$ cat config.mk
export PLATFORM = sky130hd
export DESIGN_NAME = ikc_front
export DESIGN_NICKNAME = d
export VERILOG_FILES = /design/src/hw/rtl/ikc_pkg.sv /design/src/hw/rtl/ikc_front.sv
export SDC_FILE = /design/constraint.sdc
export NUM_CORES = 1
export LEC_CHECK = 0
export BUFFER_PORTS_ARGS = -buffer_cell sky130_fd_sc_hd__buf_2
export CAP_MARGIN = 5
export CORE_ASPECT_RATIO = 0.9
export CORE_MARGIN = 5
export CORE_UTILIZATION = 35
export CTS_CLUSTER_SIZE = 10
export DETAILED_ROUTE_END_ITERATION = 10
export GPL_ROUTABILITY_DRIVEN = 0
export GPL_TIMING_DRIVEN = 0
export PLACE_DENSITY = 0.87
export SETUP_SLACK_MARGIN = 0.15
export SYNTH_ARGS = -nofsm -noshare
export SYNTH_HDL_FRONTEND = slang
export SYNTH_SLANG_ARGS = --single-unit
$ cat constraint.sdc
create_clock -name clk_i -period 3.4 [get_ports clk_i]
set_input_delay 0.34 -clock clk_i [delete_from_list [all_inputs] [get_ports clk_i]]
set_output_delay 0.34 -clock clk_i [all_outputs]
set_load 0.005 [all_outputs]
$ cat src/hw/rtl/ikc_pkg.sv
package ikc_pkg;

  localparam int MaxWidth  = 64;
  localparam int MaxHeight = 64;
  localparam int MaxKernel = 7;
  localparam int CoefBits  = 16;
  localparam int KernDepth = MaxKernel * MaxKernel;
  localparam int FrameDepth = MaxWidth * MaxHeight;
  localparam int FrameAw   = $clog2(FrameDepth);
  localparam int KernAw    = $clog2(KernDepth);
  localparam int AccBits   = 32;
  localparam int TotBits   = 22;
  localparam int QueueDepth = 2;

  typedef enum logic [1:0] {
    CmdCoef    = 2'd0,
    CmdPixel   = 2'd1,
    CmdCompute = 2'd2,
    CmdNone    = 2'd3
  } cmd_e;

  typedef enum logic [1:0] {
    RegWidth  = 2'd0,
    RegHeight = 2'd1,
    RegKsize  = 2'd2,
    RegBorder = 2'd3
  } reg_e;

  typedef enum logic [1:0] {
    BorderClamp  = 2'd0,
    BorderWrap   = 2'd1,
    BorderMirror = 2'd2,
    BorderOther  = 2'd3
  } border_e;

  typedef enum logic [2:0] {
    StIdle,
    StTap,
    StDiv,
    StOut
  } state_e;

  typedef struct packed {
    logic [1:0]         cmd;
    logic [5:0]         pos_x;
    logic [5:0]         pos_y;
    logic [31:0]        pixel_in;
    logic [5:0]         coef_index;
    logic signed [15:0] coef_value;
  } in_t;

  typedef struct packed {
    logic [31:0] pixel_out;
    logic [5:0]  out_x;
    logic [5:0]  out_y;
    logic        size_error;
  } out_t;

  typedef struct packed {
    logic [5:0] pos_x;
    logic [5:0] pos_y;
  } job_t;

  // Map a signed coordinate into 0..dim-1 by the border rule.
  function automatic logic [5:0] map_coord(input logic signed [8:0] c,
                                           input logic [6:0] dim,
                                           input logic [1:0] mode);
    logic signed [11:0] v;
    logic signed [11:0] d;
    begin
      d = $signed({5'b00000, dim});
      v = 12'(c);
      if (mode == BorderWrap) begin
        if (v < 0) v = v + d;
        else begin
          for (int s = 4; s >= 0; s--) begin
            if (v >= (d <<< s)) v = v - (d <<< s);
          end
        end
      end else if (mode == BorderMirror) begin
        if (v < 0) v = -v;
        else if (v >= d) v = (d <<< 1) - v - 12'sd2;
      end
      if (v < 0) v = '0;
      if (v >= d) v = d - 12'sd1;
      map_coord = v[5:0];
    end
  endfunction

endpackage

$ cat src/hw/rtl/ikc_front.sv
module ikc_front (
  input  logic                           clk_i,
  input  logic                           rst_ni,
  input  logic                           in_valid_i,
  output logic                           in_ready_o,
  input  ikc_pkg::in_t                   in_data_i,
  output logic                           frame_we_o,
  output logic [ikc_pkg::FrameAw-1:0]    frame_waddr_o,
  output logic [31:0]                    frame_wdata_o,
  output logic                           coef_we_o,
  output logic [ikc_pkg::KernAw-1:0]     coef_waddr_o,
  output logic signed [15:0]             coef_wdata_o,
  output logic                           job_valid_o,
  input  logic                           job_ready_i,
  output ikc_pkg::job_t                  job_o
);

  localparam int Qaw = $clog2(ikc_pkg::QueueDepth);

  ikc_pkg::job_t     q_mem_q [ikc_pkg::QueueDepth];
  logic [Qaw-1:0]    wr_q, rd_q;
  logic [Qaw:0]      cnt_q;
  logic              full, accept, push, pop, is_write;

  assign full   = (cnt_q == (Qaw+1)'(ikc_pkg::QueueDepth));
  // Writes wait until queued computes are done so the order holds.
  assign is_write = (in_data_i.cmd == ikc_pkg::CmdCoef) ||
                    (in_data_i.cmd == ikc_pkg::CmdPixel);
  assign in_ready_o = is_write ? (cnt_q == '0 && job_ready_i) : !full;
  assign accept = in_valid_i && in_ready_o;
  assign push   = accept && (in_data_i.cmd == ikc_pkg::CmdCompute);
  assign pop    = job_valid_o && job_ready_i;

  assign frame_we_o    = accept && (in_data_i.cmd == ikc_pkg::CmdPixel);
  assign frame_waddr_o = {in_data_i.pos_y, in_data_i.pos_x};
  assign frame_wdata_o = in_data_i.pixel_in;
  assign coef_we_o     = accept && (in_data_i.cmd == ikc_pkg::CmdCoef) &&
                         (in_data_i.coef_index < 6'(ikc_pkg::KernDepth));
  assign coef_waddr_o  = in_data_i.coef_index[ikc_pkg::KernAw-1:0];
  assign coef_wdata_o  = in_data_i.coef_value;

  assign job_valid_o = (cnt_q != '0);
  assign job_o       = q_mem_q[rd_q];

  always_ff @(posedge clk_i) begin
    if (push) begin
      q_mem_q[wr_q] <= '{pos_x: in_data_i.pos_x, pos_y: in_data_i.pos_y};
    end
  end

  always_ff @(posedge clk_i or negedge rst_ni) begin
    if (!rst_ni) begin
      wr_q  <= '0;
      rd_q  <= '0;
      cnt_q <= '0;
    end else begin
      if (push) wr_q <= wr_q + Qaw'(1);
      if (pop)  rd_q <= rd_q + Qaw'(1);
      cnt_q <= cnt_q + (Qaw+1)'(push) - (Qaw+1)'(pop);
    end
  end

endmodule

=== After elaboration in Yosys (flattened, before gate mapping) ===
Memories as Yosys holds them, arrays and structs flattened.
Index checks and enable logic that the tools add are counted.

* Flip-flop bits (word level): 4
* Memories: 1
* Bits in writable memories: 24

{| class="wikitable"
|+ Memory list
! memory !! depth !! bits a word !! read ports !! clocked after memory_dff !! wr ports !! line !! text
|-
| q_mem_q || 2 || 12 || 1 || 0 || 1 || ikc_front.sv:20 || <nowiki>ikc_pkg::job_t q_mem_q [ikc_pkg::QueueDepth];</nowiki>
|}

* Add/subtract/negate cells: 4
* $lt $le $gt $ge: 1
* Mux-type cells: 3
* Eq/ne operators: 3
* Reduce and logical (&&, ||, !) cells: 12

{| class="wikitable"
|+ Operators by type and width
! operator !! number
|-
| 1-bit logical AND || 7
|-
| 6-bit < comparator (second input constant) || 1
|-
| 2-bit == test (second input constant) || 2
|-
| 2-bit zero test || 2
|-
| 1-bit two-way mux || 3
|-
| 1-bit adder (second input constant) || 2
|-
| 2-bit by 1-bit adder with 2-bit output || 1
|-
| 2-bit by 1-bit == test with 1-bit output (second input constant) || 1
|-
| 2-bit nonzero test || 1
|-
| 2-bit by 1-bit subtractor with 2-bit output || 1
|-
| 1-bit zero test || 1
|-
| 1-bit logical OR || 1
|}

=== Depth between registers and ports, before layout ===
* Word-level depth: 7
* Gate-level depth with buffers: 8

=== Least setup slack after synthesis ===
No wires, ideal clock.

* Kind: register to register
* Start: reg cnt_q[1]
* End: mem q_mem_q[1][0] in the netlist's numbering, enable pin
* Data arrival time: 1529 ps
* Clock period less this slack: 1909 ps
* Stages on the path, launching flop included: 5
* Slack: 1491 ps
* Required time: 3020 ps
* Library setup time: 380 ps
* Cell sequence: dfrtp_1 > nor2b_1 > or3_1 > buf_2 > nor2_1

* Word-level cells in the longest chain between the ends: 7

{| class="wikitable"
|+ RTL lines
! element !! line !! text
|-
| from (decl) || ikc_front.sv:22 || <nowiki>logic [Qaw:0] cnt_q;</nowiki>
|-
| from (signal assigned) || ikc_front.sv:59 || <nowiki>cnt_q <= cnt_q + (Qaw+1)'(push) - (Qaw+1)'(pop);</nowiki>
|-
| 2-bit == test / 2-bit zero test (equally long branches) || ikc_front.sv:25, ikc_front.sv:29 ||
|-
| 1-bit zero test / 1-bit logical AND (equally long branches) || ikc_front.sv:29 || <nowiki>assign in_ready_o = is_write ? (cnt_q == '0 && job_ready_i) : !full;</nowiki>
|-
| 1-bit two-way mux * || ikc_front.sv:29 ||
|-
| 1-bit logical AND * || ikc_front.sv:30 || <nowiki>assign accept = in_valid_i && in_ready_o;</nowiki>
|-
| 1-bit logical AND * || ikc_front.sv:31 || <nowiki>assign push = accept && (in_data_i.cmd == ikc_pkg::CmdCompute);</nowiki>
|-
| 1-bit two-way mux * || ikc_front.sv:46 || <nowiki>if (push) begin</nowiki>
|-
| 1-bit two-way mux (implied by the code) * || ikc_front.sv:47 || <nowiki>q_mem_q[wr_q] <= '{pos_x: in_data_i.pos_x, pos_y: in_data_i.pos_y};</nowiki>
|-
| to (decl) || ikc_front.sv:20 ||
|}

Every way passes the cells marked *; elsewhere a longest branch is shown, timed or not.

=== Worst setup path in the final report ===
* Start: reg cnt_q[1]
* End: mem q_mem_q[1][3] in the netlist's numbering, enable pin

Same word-level chain as after synthesis.

==> reports/summary.txt <==
status -> finished, final reports clean
vias in the first global route -> 1175
Clock Sink Count -> 28
router iterations before antenna repair -> 3
n_diodes -> 0
Final period util -> 64.2%
clock root buffer -> clkbuf_8
worst path required time -> 3.29 ns
# IOs -> 154
unrepaired setup endpoints after global routing -> false
Worst Reg2Reg Path Length in Cells -> 4
GRT Residual Overflow -> 0
I/O Buffers -> 105
Area Growth Syn to Fin -> 40.4%
Gate Count Post-Synth -> 132
drt total wl -> 3.55 mm
final hold vios -> 0
final hold slack -> 0.280 ns
initial antenna violation count -> 0
largest net degree at the start of global routing -> 16
Setup crit end -> q_mem_q[1][3]$_DFFE_PP_
Worst-path clk slew -> 0.09 ns
worst setup path category -> flip-flop to flip-flop
vias per inst -> 3.91
post-synthesis cell area -> 0.00163 mm^2
Num CTS Buffers -> 3
DRC -> 0
worst rel slew slack -> 32.9%
Die Ht -> 74.7 um
Tightest Pin Transition -> 1.00 ns
post-route ant nets -> 0
Worst Hold Path Cells -> 1
Leak Pwr -> 1.16 nW
Row Count -> 23
Cell Pwr Density -> 435 mW/mm^2
Nets -> 317
Final setup viols -> 0
Critical Path AT -> 2.07 ns
layout cell share with drive strength beyond 1 -> 78.9%
setup TNS -> 0 ns
DR vias -> 1189
syn nets -> 206
Critical path origin -> cnt_q[1]$_DFF_PN0_
final slew viol count -> 0
gr usage total -> 10.3%
Critical R2R Launch -> cnt_q[1]$_DFF_PN0_
# resized after CTS -> 0
syn_area_per_cell -> 12.3 um^2
first-pass GRT wire length -> 4.99 mm
Setup Skew -> 0.00407 ns
Ys Warns -> 0
drt wl/cell -> 11.7 um
sequential share of the synthesized area -> 50.4%
Seq cells post-synth -> 28
r2r endpoint -> q_mem_q[1][3]$_DFFE_PP_
Hold Crit Class -> primary input to flip-flop
Post-DP HPWL -> 3.14 mm
Max Root-Sink Buffers -> 2
DRT iter0 DRCs -> 36
TritonCTS clock tree -> done
setup repair bufs after CTS -> 0
Die W -> 81.9 um
fin crit period -> 2.18 ns
Starting Density -> 36.3%
CP Launch Type -> flip-flop
Synth cell types -> 18
endpoint class of the critical path -> flip-flop
die area -> 0.00612 mm^2
Max H-tree Level -> 1
Worst-Skew Late Latency -> 0.26 ns
post-cts hold buffer count -> 1
max cap viols -> 0
worst-path fanout max -> 12
reg-to-reg setup timing slack -> 1.22 ns
core footprint -> 0.00449 mm^2
maximum clock frequency -> 458 MHz
Worst IR Drop VDD -> 0.000173 V
cell usage after synthesis:
master    instances  area (um^2)
xor2_1            1         8.76
mux2_2           12          135
nor2b_1           2         12.5
nand2_1           1         3.75
nor2_1            5         18.8
nand4b_1          1         8.76
a311oi_2          1         15.0
buf_4            66          495
xnor2_2           1         16.3
or4_4             1         11.3
xnor2_1           2         17.5
buf_2             2         10.0
ha_1              2         25.0
or3_1             1         6.26
inv_1             5         18.8
dfrtp_1           4          100
a21oi_1           1         5.00
edfxtp_1         24          721
layout make-up:
type                            count  area, um^2
Inverter                            5        18.8
Fill cell                         419        2200
Multi-Input combinational cell     31         284
Buffer                             68         505
Timing Repair Buffer              106         536
Clock buffer                        4        45.0
Tap cell                           62        77.6
Sequential cell                    28         821
where the power goes:
group          switching, W  internal (W)  total (W)
clock             0.0000886     0.0000835   0.000172
sequential        0.0000302      0.000421   0.000451
combinational      0.000149      0.000223   0.000371
worst min-delay path by stage:
stage                  startpoint                       to  slack (ns)
global route        in_data_i[55]  q_mem_q[1][1]$_DFFE_PP_        0.27
detailed placement         rst_ni         rd_q$_DFFE_PN0P_        0.15
floorplan                  rst_ni       cnt_q[0]$_DFF_PN0_        0.04
global placement           rst_ni       cnt_q[1]$_DFF_PN0_        0.15
CTS                 in_data_i[55]  q_mem_q[1][1]$_DFFE_PP_        0.28
finish              in_data_i[60]  q_mem_q[1][6]$_DFFE_PP_        0.28
registers in the layout (all words and copies together) (netlist names):
| signal | flops |
|---|---|
| cnt_q | 2 |
| q_mem_q | 24 |
| rd_q | 1 |
| wr_q | 1 |
cells by family (layout without fill, tap and decap cells):
kind of cell               after synthesis  after routing  synth area share, %
adders and majority gates                2              2                 1.54
DFF                                     28             28                 50.4
xor gates and xnor gates                 4              4                 2.61
and+or+nand+nor                         11             11                 3.76
buffers and inverters                   73            183                 32.2
AOI/OAI and AO/OA                        2              2                 1.23
muxes                                   12             12                 8.29
metal layers:
layer / track usage (%) / wire, um / part of all wire (%) / vias up
met5: 0 / 0 / 0 / -
met4: 3.32 / 32 / 0.90 / 0
met3: 1.20 / 286 / 8.0 / 2
met2: 22.1 / 2210 / 62 / 55
met1: 9.94 / 1020 / 29 / 540
li1: - / - / - / 592
stage by stage:
stage	instance area, um^2	instances	utilization [%]	power (W)	worst slack (ns)
2_1_floorplan	1630	132	-	0.000691	1.49
3_3_place_gp	2230	299	49.7	0.000829	1.19
3_5_place_dp	2230	299	49.7	0.000839	1.16
4_1_cts	2290	304	50.9	0.00101	1.14
5_1_grt	2290	304	50.9	0.00106	1.07
6_report	2290	304	50.9	0.000994	1.22
placed cells by master, fill, tap and decap left out:
master,n
buf_2,107
buf_4,66
edfxtp_1,24
mux2_2,12
nor2_1,5
inv_1,5
dfrtp_1,4
clkbuf_8,3
nor2b_1,2
xnor2_1,2
ha_1,2
nand2_1,1
or3_1,1
nand4b_1,1
or4_4,1
a311oi_2,1
a21oi_1,1
xnor2_2,1
xor2_1,1
clkbuf_1,1
dlygate4sd3_1,1
worst max-delay path: stages, from the launching register on:
cell     delay [ns]
dfrtp_1        0.41
nor2b_1        0.15
or3_1          0.33
buf_2          0.16
nor2_1         0.76
Note: power is estimated with default switching activity, not from simulation.
