--- src/hw/rtl/ikc_pkg.sv ---
package ikc_pkg;

  localparam int MaxWidth  = 64;
  localparam int MaxHeight = 64;
  localparam int MaxKernel = 7;
  localparam int CoefBits  = 16;
  localparam int KernDepth = MaxKernel * MaxKernel;
  localparam int FrameDepth = MaxWidth * MaxHeight;
  localparam int FrameAw   = $clog2(FrameDepth);
  localparam int KernAw    = $clog2(KernDepth);
  localparam int AccBits   = 32;
  localparam int TotBits   = 22;
  localparam int QueueDepth = 2;

  typedef enum logic [1:0] {
    CmdCoef    = 2'd0,
    CmdPixel   = 2'd1,
    CmdCompute = 2'd2,
    CmdNone    = 2'd3
  } cmd_e;

  typedef enum logic [1:0] {
    RegWidth  = 2'd0,
    RegHeight = 2'd1,
    RegKsize  = 2'd2,
    RegBorder = 2'd3
  } reg_e;

  typedef enum logic [1:0] {
    BorderClamp  = 2'd0,
    BorderWrap   = 2'd1,
    BorderMirror = 2'd2,
    BorderOther  = 2'd3
  } border_e;

  typedef enum logic [2:0] {
    StIdle,
    StTap,
    StDiv,
    StOut
  } state_e;

  typedef struct packed {
    logic [1:0]         cmd;
    logic [5:0]         pos_x;
    logic [5:0]         pos_y;
    logic [31:0]        pixel_in;
    logic [5:0]         coef_index;
    logic signed [15:0] coef_value;
  } in_t;

  typedef struct packed {
    logic [31:0] pixel_out;
    logic [5:0]  out_x;
    logic [5:0]  out_y;
    logic        size_error;
  } out_t;

  typedef struct packed {
    logic [5:0] pos_x;
    logic [5:0] pos_y;
  } job_t;

  // Map a signed coordinate into 0..dim-1 by the border rule.
  function automatic logic [5:0] map_coord(input logic signed [8:0] c,
                                           input logic [6:0] dim,
                                           input logic [1:0] mode);
    logic signed [11:0] v;
    logic signed [11:0] d;
    begin
      d = $signed({5'b00000, dim});
      v = 12'(c);
      if (mode == BorderWrap) begin
        if (v < 0) v = v + d;
        else begin
          for (int s = 4; s >= 0; s--) begin
            if (v >= (d <<< s)) v = v - (d <<< s);
          end
        end
      end else if (mode == BorderMirror) begin
        if (v < 0) v = -v;
        else if (v >= d) v = (d <<< 1) - v - 12'sd2;
      end
      if (v < 0) v = '0;
      if (v >= d) v = d - 12'sd1;
      map_coord = v[5:0];
    end
  endfunction

endpackage

--- src/hw/rtl/ikc_ram.sv ---
module ikc_ram #(
  parameter int Width = 32,
  parameter int Depth = 4096
) (
  input  logic                     clk_i,
  input  logic                     we_i,
  input  logic [$clog2(Depth)-1:0] waddr_i,
  input  logic [Width-1:0]         wdata_i,
  input  logic [$clog2(Depth)-1:0] raddr_i,
  output logic [Width-1:0]         rdata_o
);

  logic [Width-1:0] mem_q [Depth];

  always_ff @(posedge clk_i) begin
    if (we_i) begin
      mem_q[waddr_i] <= wdata_i;
    end
    rdata_o <= mem_q[raddr_i];
  end

endmodule

--- src/hw/rtl/ikc_back.sv ---
module ikc_back (
  input  logic                         clk_i,
  input  logic                         rst_ni,
  input  logic                         job_valid_i,
  output logic                         job_ready_o,
  input  ikc_pkg::job_t                job_i,
  input  logic [6:0]                   width_i,
  input  logic [6:0]                   height_i,
  input  logic [2:0]                   ksize_i,
  input  logic [1:0]                   border_i,
  input  logic                         coef_we_i,
  input  logic [ikc_pkg::KernAw-1:0]   coef_waddr_i,
  input  logic signed [15:0]           coef_wdata_i,
  output logic [ikc_pkg::FrameAw-1:0]  frame_raddr_o,
  input  logic [31:0]                  frame_rdata_i,
  output logic                         out_valid_o,
  input  logic                         out_ready_i,
  output ikc_pkg::out_t                out_data_o
);

  logic [15:0]        kern_rdata;
  logic               kvld_rd_q;
  logic [ikc_pkg::KernDepth-1:0] kvld_q;

  ikc_pkg::state_e    state_q, state_d;
  ikc_pkg::job_t      job_q, job_d;
  logic [2:0]         ti_q, ti_d, tj_q, tj_d;
  logic [2:0]         k_q, k_d;
  logic               rd_pend_q, rd_pend_d;
  logic signed [ikc_pkg::TotBits-1:0] total_q, total_d;
  logic signed [ikc_pkg::AccBits-1:0] acc_q [4];
  logic signed [ikc_pkg::AccBits-1:0] acc_d [4];
  logic [1:0]         ch_q, ch_d;
  logic [5:0]         bit_q, bit_d;
  logic [ikc_pkg::AccBits-1:0] num_q, num_d, rem_q, rem_d;
  logic               neg_q, neg_d;
  logic [31:0]        res_q, res_d;
  logic               err_q, err_d;
  logic               ovalid_q, ovalid_d;
  ikc_pkg::out_t      odata_q, odata_d;

  logic [6:0]         w_eff, h_eff;
  logic [5:0]         kidx;
  logic signed [15:0] kval;
  logic signed [8:0]  cx, cy;
  logic [5:0]         mx, my;
  logic [ikc_pkg::AccBits-1:0] dmag, rem_sh;
  logic signed [ikc_pkg::AccBits-1:0] q_s;
  logic [2:0]         radius;

  assign w_eff = (width_i < 7'd4) ? 7'd4 : (width_i > 7'(ikc_pkg::MaxWidth)) ?
                 7'(ikc_pkg::MaxWidth) : width_i;
  assign h_eff = (height_i < 7'd4) ? 7'd4 : (height_i > 7'(ikc_pkg::MaxHeight)) ?
                 7'(ikc_pkg::MaxHeight) : height_i;
  assign radius = k_q >> 1;
  assign kidx = 6'(tj_q) * 6'(k_q) + 6'(ti_q);
  assign kval = kvld_rd_q ? $signed(kern_rdata) : '0;
  assign cx = $signed({3'b000, job_q.pos_x}) + $signed({6'b0, ti_q}) -
              $signed({6'b0, radius});
  assign cy = $signed({3'b000, job_q.pos_y}) + $signed({6'b0, tj_q}) -
              $signed({6'b0, radius});
  assign mx = ikc_pkg::map_coord(cx, w_eff, border_i);
  assign my = ikc_pkg::map_coord(cy, h_eff, border_i);
  assign frame_raddr_o = {my, mx};
  assign dmag = total_q[ikc_pkg::TotBits-1] ? ikc_pkg::AccBits'(-total_q) :
                ikc_pkg::AccBits'(total_q);
  assign rem_sh = {rem_q[ikc_pkg::AccBits-2:0], num_q[ikc_pkg::AccBits-1]};

  always_ff @(posedge clk_i or negedge rst_ni) begin
    if (!rst_ni) begin
      kvld_q <= '0;
    end else if (coef_we_i) begin
      kvld_q[coef_waddr_i] <= 1'b1;
    end
  end

  ikc_ram #(.Width(16), .Depth(ikc_pkg::KernDepth)) u_kern (
    .clk_i, .we_i(coef_we_i), .waddr_i(coef_waddr_i), .wdata_i(coef_wdata_i),
    .raddr_i(kidx), .rdata_o(kern_rdata)
  );

  assign job_ready_o = (state_q == ikc_pkg::StIdle);
  assign out_valid_o = ovalid_q;
  assign out_data_o  = odata_q;

  always_comb begin
    logic signed [ikc_pkg::AccBits-1:0] qv;
    qv = '0;
    state_d = state_q; job_d = job_q; ti_d = ti_q; tj_d = tj_q; k_d = k_q;
    rd_pend_d = 1'b0; total_d = total_q;
    acc_d = acc_q; ch_d = ch_q; bit_d = bit_q; num_d = num_q; rem_d = rem_q;
    neg_d = neg_q; res_d = res_q; err_d = err_q;
    ovalid_d = ovalid_q; odata_d = odata_q;
    q_s = '0;
    if (ovalid_q && out_ready_i) ovalid_d = 1'b0;
    if (rd_pend_q) begin
      total_d = total_q + ikc_pkg::TotBits'(kval);
      for (int c = 0; c < 4; c++) begin
        acc_d[c] = acc_q[c] + ikc_pkg::AccBits'($signed({1'b0,
                   frame_rdata_i[8*c +: 8]}) * kval);
      end
    end
    unique case (state_q)
      ikc_pkg::StIdle: begin
        if (job_valid_i) begin
          job_d = job_i; k_d = ksize_i; ti_d = '0; tj_d = '0;
          total_d = '0; res_d = '0;
          for (int c = 0; c < 4; c++) acc_d[c] = '0;
          if (!ksize_i[0]) begin
            err_d = 1'b1; state_d = ikc_pkg::StOut;
          end else begin
            err_d = 1'b0; state_d = ikc_pkg::StTap;
          end
        end
      end
      ikc_pkg::StTap: begin
        if (!rd_pend_q || ti_q != '0 || tj_q != '0) begin
          rd_pend_d = 1'b1;
          if (ti_q == k_q - 3'd1) begin
            ti_d = '0;
            if (tj_q == k_q - 3'd1) begin
              tj_d = '0; state_d = ikc_pkg::StDiv; ch_d = '0; bit_d = '0;
            end else tj_d = tj_q + 3'd1;
          end else ti_d = ti_q + 3'd1;
        end
      end
      ikc_pkg::StDiv: begin
        if (!rd_pend_q) begin
          if (bit_q == '0) begin
            neg_d = acc_q[ch_q][ikc_pkg::AccBits-1] ^ total_q[ikc_pkg::TotBits-1];
            num_d = acc_q[ch_q][ikc_pkg::AccBits-1] ?
                    ikc_pkg::AccBits'(-acc_q[ch_q]) : ikc_pkg::AccBits'(acc_q[ch_q]);
            rem_d = '0;
            bit_d = (total_q == '0) ? 6'd33 : 6'd1;
          end else if (bit_q <= 6'd32) begin
            if (rem_sh >= dmag) begin
              rem_d = rem_sh - dmag;
              num_d = {num_q[ikc_pkg::AccBits-2:0], 1'b1};
            end else begin
              rem_d = rem_sh;
              num_d = {num_q[ikc_pkg::AccBits-2:0], 1'b0};
            end
            bit_d = bit_q + 6'd1;
          end else begin
            if (total_q == '0) qv = acc_q[ch_q];
            else qv = neg_q ? -$signed(num_q) : $signed(num_q);
            q_s = qv;
            res_d[8*ch_q +: 8] = (q_s < 0) ? 8'd0 : (q_s > 255) ? 8'd255 : q_s[7:0];
            bit_d = '0;
            ch_d = ch_q + 2'd1;
            if (ch_q == 2'd3) state_d = ikc_pkg::StOut;
          end
        end
      end
      ikc_pkg::StOut: begin
        if (!ovalid_q || out_ready_i) begin
          ovalid_d = 1'b1;
          odata_d = '{pixel_out: err_q ? 32'd0 : res_q, out_x: job_q.pos_x,
                      out_y: job_q.pos_y, size_error: err_q};
          state_d = ikc_pkg::StIdle;
        end
      end
      default: state_d = ikc_pkg::StIdle;
    endcase
  end

  always_ff @(posedge clk_i or negedge rst_ni) begin
    if (!rst_ni) begin
      state_q <= ikc_pkg::StIdle;
      ovalid_q <= 1'b0;
      rd_pend_q <= 1'b0;
      total_q <= '0;
    end else begin
      state_q <= state_d;
      ovalid_q <= ovalid_d;
      rd_pend_q <= rd_pend_d;
      total_q <= total_d;
    end
  end

  always_ff @(posedge clk_i) begin
    job_q <= job_d; ti_q <= ti_d; tj_q <= tj_d; k_q <= k_d;
    kvld_rd_q <= kvld_q[kidx]; acc_q <= acc_d; ch_q <= ch_d; bit_q <= bit_d;
    num_q <= num_d; rem_q <= rem_d; neg_q <= neg_d; res_q <= res_d;
    err_q <= err_d; odata_q <= odata_d;
  end

endmodule

--- config.mk ---
export PLATFORM = sky130hd
export DESIGN_NAME = ikc_back
export DESIGN_NICKNAME = d
export VERILOG_FILES = /design/src/hw/rtl/ikc_pkg.sv /design/src/hw/rtl/ikc_ram.sv /design/src/hw/rtl/ikc_back.sv
export SDC_FILE = /design/constraint.sdc
export NUM_CORES = 2
export LEC_CHECK = 0
export BUFFER_PORTS_ARGS = -buffer_cell sky130_fd_sc_hd__buf_4
export CELL_PAD_IN_SITES_DETAIL_PLACEMENT = 1
export CELL_PAD_IN_SITES_GLOBAL_PLACEMENT = 1
export CORE_ASPECT_RATIO = 0.8
export CORE_MARGIN = 10
export CORE_UTILIZATION = 58
export CTS_BUF_LIST = sky130_fd_sc_hd__clkbuf_4
export CTS_CLUSTER_DIAMETER = 50
export CTS_CLUSTER_SIZE = 24
export DETAILED_ROUTE_END_ITERATION = 8
export PLACE_DENSITY_LB_ADDON = 0.12
export SYNTH_ARGS = -nofsm -noshare
export SYNTH_HDL_FRONTEND = slang
export SYNTH_HIERARCHICAL = 1
export SYNTH_SLANG_ARGS = --single-unit
--- constraint.sdc ---
create_clock -name clk_i -period 28.3 [get_ports clk_i]
set_input_delay 4.245 -clock clk_i [delete_from_list [all_inputs] [get_ports clk_i]]
set_output_delay 4.245 -clock clk_i [all_outputs]
set_load 0.01 [all_outputs]
### After elaboration in Yosys (flattened, before gate mapping)

Memory sizes are Yosys's and may differ from the RTL's. A register that Yosys moved wholly into a read port is not among the register bits.
Cells that the tools add are included.

| word-level totals | value |
|---|---|
| bits in registers | 376 |
| bits in writable memories | 784 |
| output and inout port bits | 59 |
| logic and storage cells | 272 |
| memories | 1 |

Memory list:

| name | words | width | read ports | clocked after Yosys merged registers in | wr ports | line | RTL |
|---|---|---|---|---|---|---|---|
| u_kern.mem_q | 49 | 16 | 1 | 1 | 1 | ikc_ram.sv:13 | `logic [Width-1:0] mem_q [Depth];` |

| operators by class | value |
|---|---|
| add/sub/neg operators | 40 |
| multipliers | 5 |
| $lt $le $gt $ge | 30 |
| eq/ne operators | 17 |
| shifts and indexed selects | 2 |
| multiplexer cells | 121 |
| bitwise gates (word level) | 4 |
| reduce and logical (&&, ||, !) cells | 26 |

Operators by type and width:

| kind | number |
|---|---|
| $mux 32 | 16 |
| $mux 12 | 38 |
| $mux 128 | 3 |
| $add 32x25->32 | 4 |
| $mul 9x16->25 | 4 |
| $mux 22 | 3 |
| $bmux 32 s2 | 1 |
| $neg 32->32 | 2 |
| $pmux 32 s2 | 1 |
| $mux 31 | 2 |
| $mux 6 | 9 |
| $or 49x49->49 | 1 |
| $ge 12x8->1 | 4 |
| $mux 3 | 15 |
| $neg 5->34 | 1 |
| $shift 8x34->32 const A | 1 |
| $shiftx 8x34->32 | 1 |
| $bwmux 32 | 1 |
| $ge 32x32->1 | 1 |
| $gt 32x9->1 const B | 1 |
| $lt 32x1->1 const B | 1 |
| $neg 22->32 | 1 |
| $sub 31x31->31 | 1 |
| $mux 7 | 4 |
| 65 further kinds | 129 |

### Logic depth before layout (Yosys ltp)

| logic depth | value |
|---|---|
| word-level depth | 27 |
| gate-level depth with buffers | 81 |

### Cells and area by module

The synthesis kept the hierarchy.

Modules (own cells, without submodules):

| module | times used | cells an instance | area each (um^2) | sequential area each (um^2) |
|---|---|---|---|---|
| ikc_back | 1 | 5,748 | 51,603.2 | 9,594.2 |
| ikc_ram | 1 | 1,356 | 30,543.0 | 23,862.9 |

### Worst setup path before layout

No wires, ideal clock.

| path | value |
|---|---|
| kind | input port to output port |
| start point | in width_i[3] |
| end point | out frame_raddr_o[1] (netlist name) |
| arrival time | 17.055 ns |
| required time | 24.055 ns |
| setup slack | 7.000 ns |
| stages | 68 |
| buffers on the path | 2 |
| cells stage by stage | nor3_1 > a21oi_1 > nand2_1 > inv_1 > fa_1 > nand2b_1 > a21oi_1 > o31ai_2 > a21o_1 > buf_2 > a21oi_1 > inv_1 > ha_1 > nand3b_1 > and2_1 > a21oi_1 > or2_1 > o22ai_1 > [... 32 more ...] > nand3_1 > and3_1 > nor3_2 > or2_2 > ha_1 > nand2b_1 > a21o_1 > a21o_1 > a21oi_1 > nor2b_1 > o21ai_0 > nand2b_1 > a21oi_1 > o21ai_0 > or4b_1 > a31o_1 > o22ai_4 > mux2_4 |

| between the ends | value |
|---|---|
| word-level cells in the longest chain between the ends | 27 |

RTL lines:

| item | line | RTL |
|---|---|---|
| from (decl) | ikc_back.sv:7 | `input logic [6:0] width_i,` |
| $gt 7x7->1 | ikc_back.sv:51 | `assign w_eff = (width_i < 7'd4) ? 7'd4 : (width_i > 7'(ikc_pkg::MaxWidth)) ?` |
| $mux 7 | ikc_back.sv:51 |  |
| $mux 7 * | ikc_back.sv:51 |  |
| $sub 8x12->12 or $ge 8x12->1 (tied branches) | ikc_pkg.sv:77 | `if (v >= (d <<< s)) v = v - (d <<< s);` |
| $mux 12 | ikc_pkg.sv:77 |  |
| $mux 12 | ikc_pkg.sv:74 | `if (v < 0) v = v + d;` |
| $mux 12 | ikc_pkg.sv:73 | `if (mode == BorderWrap) begin` |
| $sub 12x11->12 or $ge 12x11->1 (tied branches) | ikc_pkg.sv:77 |  |
| [... 11 more ...] | -- |  |
| $sub 12x8->12 or $ge 12x8->1 (tied branches) | ikc_pkg.sv:77 |  |
| $mux 12 | ikc_pkg.sv:77 |  |
| $mux 12 | ikc_pkg.sv:74 |  |
| $mux 12 | ikc_pkg.sv:73 |  |
| $lt 12x1->1 | ikc_pkg.sv:84 | `if (v < 0) v = '0;` |
| $mux 12 | ikc_pkg.sv:84 |  |
| $ge 12x8->1 | ikc_pkg.sv:85 | `if (v >= d) v = d - 12'sd1;` |
| $mux 6 * | ikc_pkg.sv:85 |  |
| to (decl) | ikc_back.sv:14 | `output logic [ikc_pkg::FrameAw-1:0] frame_raddr_o,` |

Every way passes the cells marked *; elsewhere a longest branch is shown, timed or not. The select of a mux whose other input is x is not followed.

### Final worst setup path

| path | value |
|---|---|
| start point | in width_i[6] |
| end point | out frame_raddr_o[2] (netlist name) |

Same word-level chain as after synthesis.

==> flow_summary_export.csv <==
group,metric,value,unit
sta,hold_slack,0.464,ns
clock_tree,clockRootBuffer,"clkbuf_4",
sta,worst_slack,3.73,ns
detailed_routing,wl_per_cell,26.6,um
sta,timing.fmax,40.7,MHz
worst_setup_path,crit_type,"input port to output pin",
die,die-height,357,um
worst_setup_path,worstReg2RegEnd,"acc_q[63]$_DFF_P_",
worst_setup_path,r2r_start,"kvld_rd_q$_DFF_P_",
placed_design,gp_congestion,0.908,
sta,tns,0,ns
worst_setup_path,crit_arrival,20.32,ns
global_route,grt_pass1_wl,374000,um
finish,drive_gt1_share,11.5,%
die,start_util,58.4,%
yosys,syn_area_per_cell,11.6,um2
placed_design,io_buffer_count,148,
clock_tree,cts_setup_buffers,0,
worst_setup_path,crit_path_end_kind,"output pin",
worst_setup_path,worst-path-max-fanout,13,
die,dieArea,0.157,mm2
min_path,hp-start,"kvld_q[2]$_DFFE_PN0P_",
clock_tree,numCtsBuffers,105,
sta,rsz0062_at_grt,"no",
clock_tree,cts.clk_slew.worst_paths,0.11,ns
die,core,0.141,mm2
worst_setup_path,critPathRequiredTime,24.05,ns
yosys,syn_area,0.0821,mm2
worst_setup_path,crit_top_cell,"o21ai_0",
die,rows,123,
sta,report.final.slew_viol_count,0,
yosys,yosys-top-cells-area,"edfxtp_1 (35%), fa_1 (13%), ha_1 (7.8%)",
sta,hold_viol,0,
detailed_routing,drc,0,
placed_design,preCtsSetupSlack,4.01,ns
sta,setup_violations,0,
clock_tree,cts.sinks,1175,
finish,layout.nets,8343,
yosys,ys_seq_area_share,40.7,%
die,die_w,441,um
yosys,synth_top_area_share,34.9,%
yosys,synth_edf_count,955,
detailed_routing,antenna_left,0,
global_route,overflow,0,
worst_setup_path,max_stage_delay,0.61,ns
detailed_routing,dr.first_iter.drc_count,6161,
sta,worst_pin_slew,1.33,ns
yosys,async_flop_share,6.38,%
worst_setup_path,cp-start-kind,"input port",
min_path,hold_end,"kvld_q[2]$_DFFE_PN0P_",
die,boundaryPins,149,
clock_tree,clkLatencyLatePin,1.25,ns
sta,timing.final.crit_share,86.8,%
outcome,status,"completed",
finish,areaGrowthSynthToFinish,6.39,%
worst_setup_path,regToRegSetupSlack,18.50,ns
clock_tree,clockBufferDepth,3,
run,cap_violations,0,
yosys,synth-seq-cells,1175,
yosys,synth_largest_area_cell,"edfxtp_1",
clock_tree,hold_buffers,0,
clock_tree,cts_max_level,3,
global_route,grt_pass1_vias,61000,
min_path,worstHoldPathCells,1,
finish,postLayoutCoreUtil,62.1,%
detailed_routing,vias_per_cell,6.32,
worst_setup_path,rr_worst_depth,26,
sta,fin_skew,0.187,ns
clock_tree,tritoncts,"built",
placed_design,hpwl,178000,um
yosys,netlist_instances,7104,
clock_tree,cts_resized,0,
detailed_routing,vias,57900,
yosys,synth_ff_type,"edfxtp_1",
sta,max_slew_margin,11.1,%
global_route,grt_max_degree,128,
detailed_routing,drt_first_pass_iters,5,
global_route,antenna_found_initial,11,
min_path,holdCritPathClass,"flop to flop",
sta,period_minus_slack,24.57,ns
yosys,ys.warnings.count,6,
detailed_routing,wl,244000,um
worst_setup_path,crit_slowest_cell,"nand2_1",
global_route,track_usage,30.8,%
yosys,synth.distinct_cells,120,
==> cell type report <==
cell class                 instances  area [um2]
sequential                      1175       33500
inverter                         810        3050
antenna                           13        32.5
multi-input combinational       4832       44500
clock buffer                     109         818
tap                             1875        2350
timing repair buffer             267        2020
fill                           14400       53300
clock inverter                    89        1200
==> cell usage after synthesis, drive strengths merged (110+ instances only) <==
master,count
a21o,110
a21oi,315
and3,343
clkbuf,233
dfxtp,145
edfxtp,955
fa,553
ha,509
inv,810
mux2i,159
mux4,242
nand2,471
nor2,513
nor2b,173
o21ai,218
xnor2,173
==> stage by stage <==
| stage | instance area (um2) | std cells |
|---|---|---|
| after floorplan | 82200 | 7113 |
| after global placement | 85300 | 8959 |
| after detailed placement | 85300 | 8959 |
| after CTS | 87400 | 9157 |
| after global routing | 87400 | 9167 |
| final | 87400 | 9170 |
==> registers in the layout, indices dropped and copies added (netlist names), 2 cells and up <==
signal	flops
res_q	32
num_q	32
ti_q	3
rem_q	31
acc_q	128
kvld_q	49
bit_q	6
k_q	3
total_q	22
u_kern/mem_q	784
state_q	2
u_kern/rdata_o	16
ch_q	2
job_q	12
tj_q	3
out_data_o	45
==> per-layer routing <==
metal / vias to the layer above / share of wire (%) / GRT usage (%)
li1: 25300 / - / -
met1: 29900 / 43 / 45.1
met2: 2302 / 45 / 47.2
met3: 382 / 8.9 / 6.23
met4: 6 / 2.6 / 7.98
met5: - / 0.014 / 0
==> layout by cell type, fill, tap and decap left out, types with 74 or more instances in the layout <==
master    instances
a21o_1          110
a21oi_1         313
and3_1          343
buf_4           266
clkbuf_4        109
dfrtp_1          74
dfxtp_1         144
edfxtp_1        955
fa_1            553
ha_1            507
inv_1           803
mux2i_1         157
mux4_2          242
nand2_1         469
nand3_1          82
nor2_1          511
nor2b_1         173
nor3_1           81
o21ai_0         207
xnor2_1         168
xor2_1          100
==> worst max-delay path, delay by kind of cell <==
kind | cells | cell delay [ns]
compound gates | 33 | 8.04
simple gates | 20 | 4.06
fa+ha+maj | 6 | 2.07
buf+inv | 6 | 1.03
mux | 2 | 0.79
==> cells by family (layout without fill, tap and decap cells) <==
| family | after synthesis | count (layout) | share of synthesized area (%) |
|---|---|---|---|
| AO/OA/AOI/OAI | 1107 | 1107 | 8.90 |
| XOR/XNOR | 273 | 273 | 2.95 |
| adder cells (fa/ha/maj) | 1063 | 1063 | 21.2 |
| buffers and inverters | 1106 | 1275 | 5.27 |
| flip-flops | 1175 | 1175 | 40.7 |
| multiplexers | 446 | 446 | 9.23 |
| other | 1 | 23 | 0.00457 |
| AND/OR/NAND/NOR | 1933 | 1933 | 11.7 |
==> worst max-delay path by stage <==
stage	startpoint	endpoint	slack [ns]	cells past startpoint
after global placement	width_i[6]	frame_raddr_o[1]	4.53	67
final	width_i[6]	frame_raddr_o[2]	3.73	67
after detailed placement	width_i[6]	frame_raddr_o[2]	4.01	67
after floorplan	width_i[3]	frame_raddr_o[1]	7.00	68
after global routing	width_i[6]	frame_raddr_o[2]	2.58	67
after CTS	width_i[6]	frame_raddr_o[2]	3.92	67
Power is not shown: default switching activity piles up to over one toggle a cycle in this logic, so the estimate is an artifact.
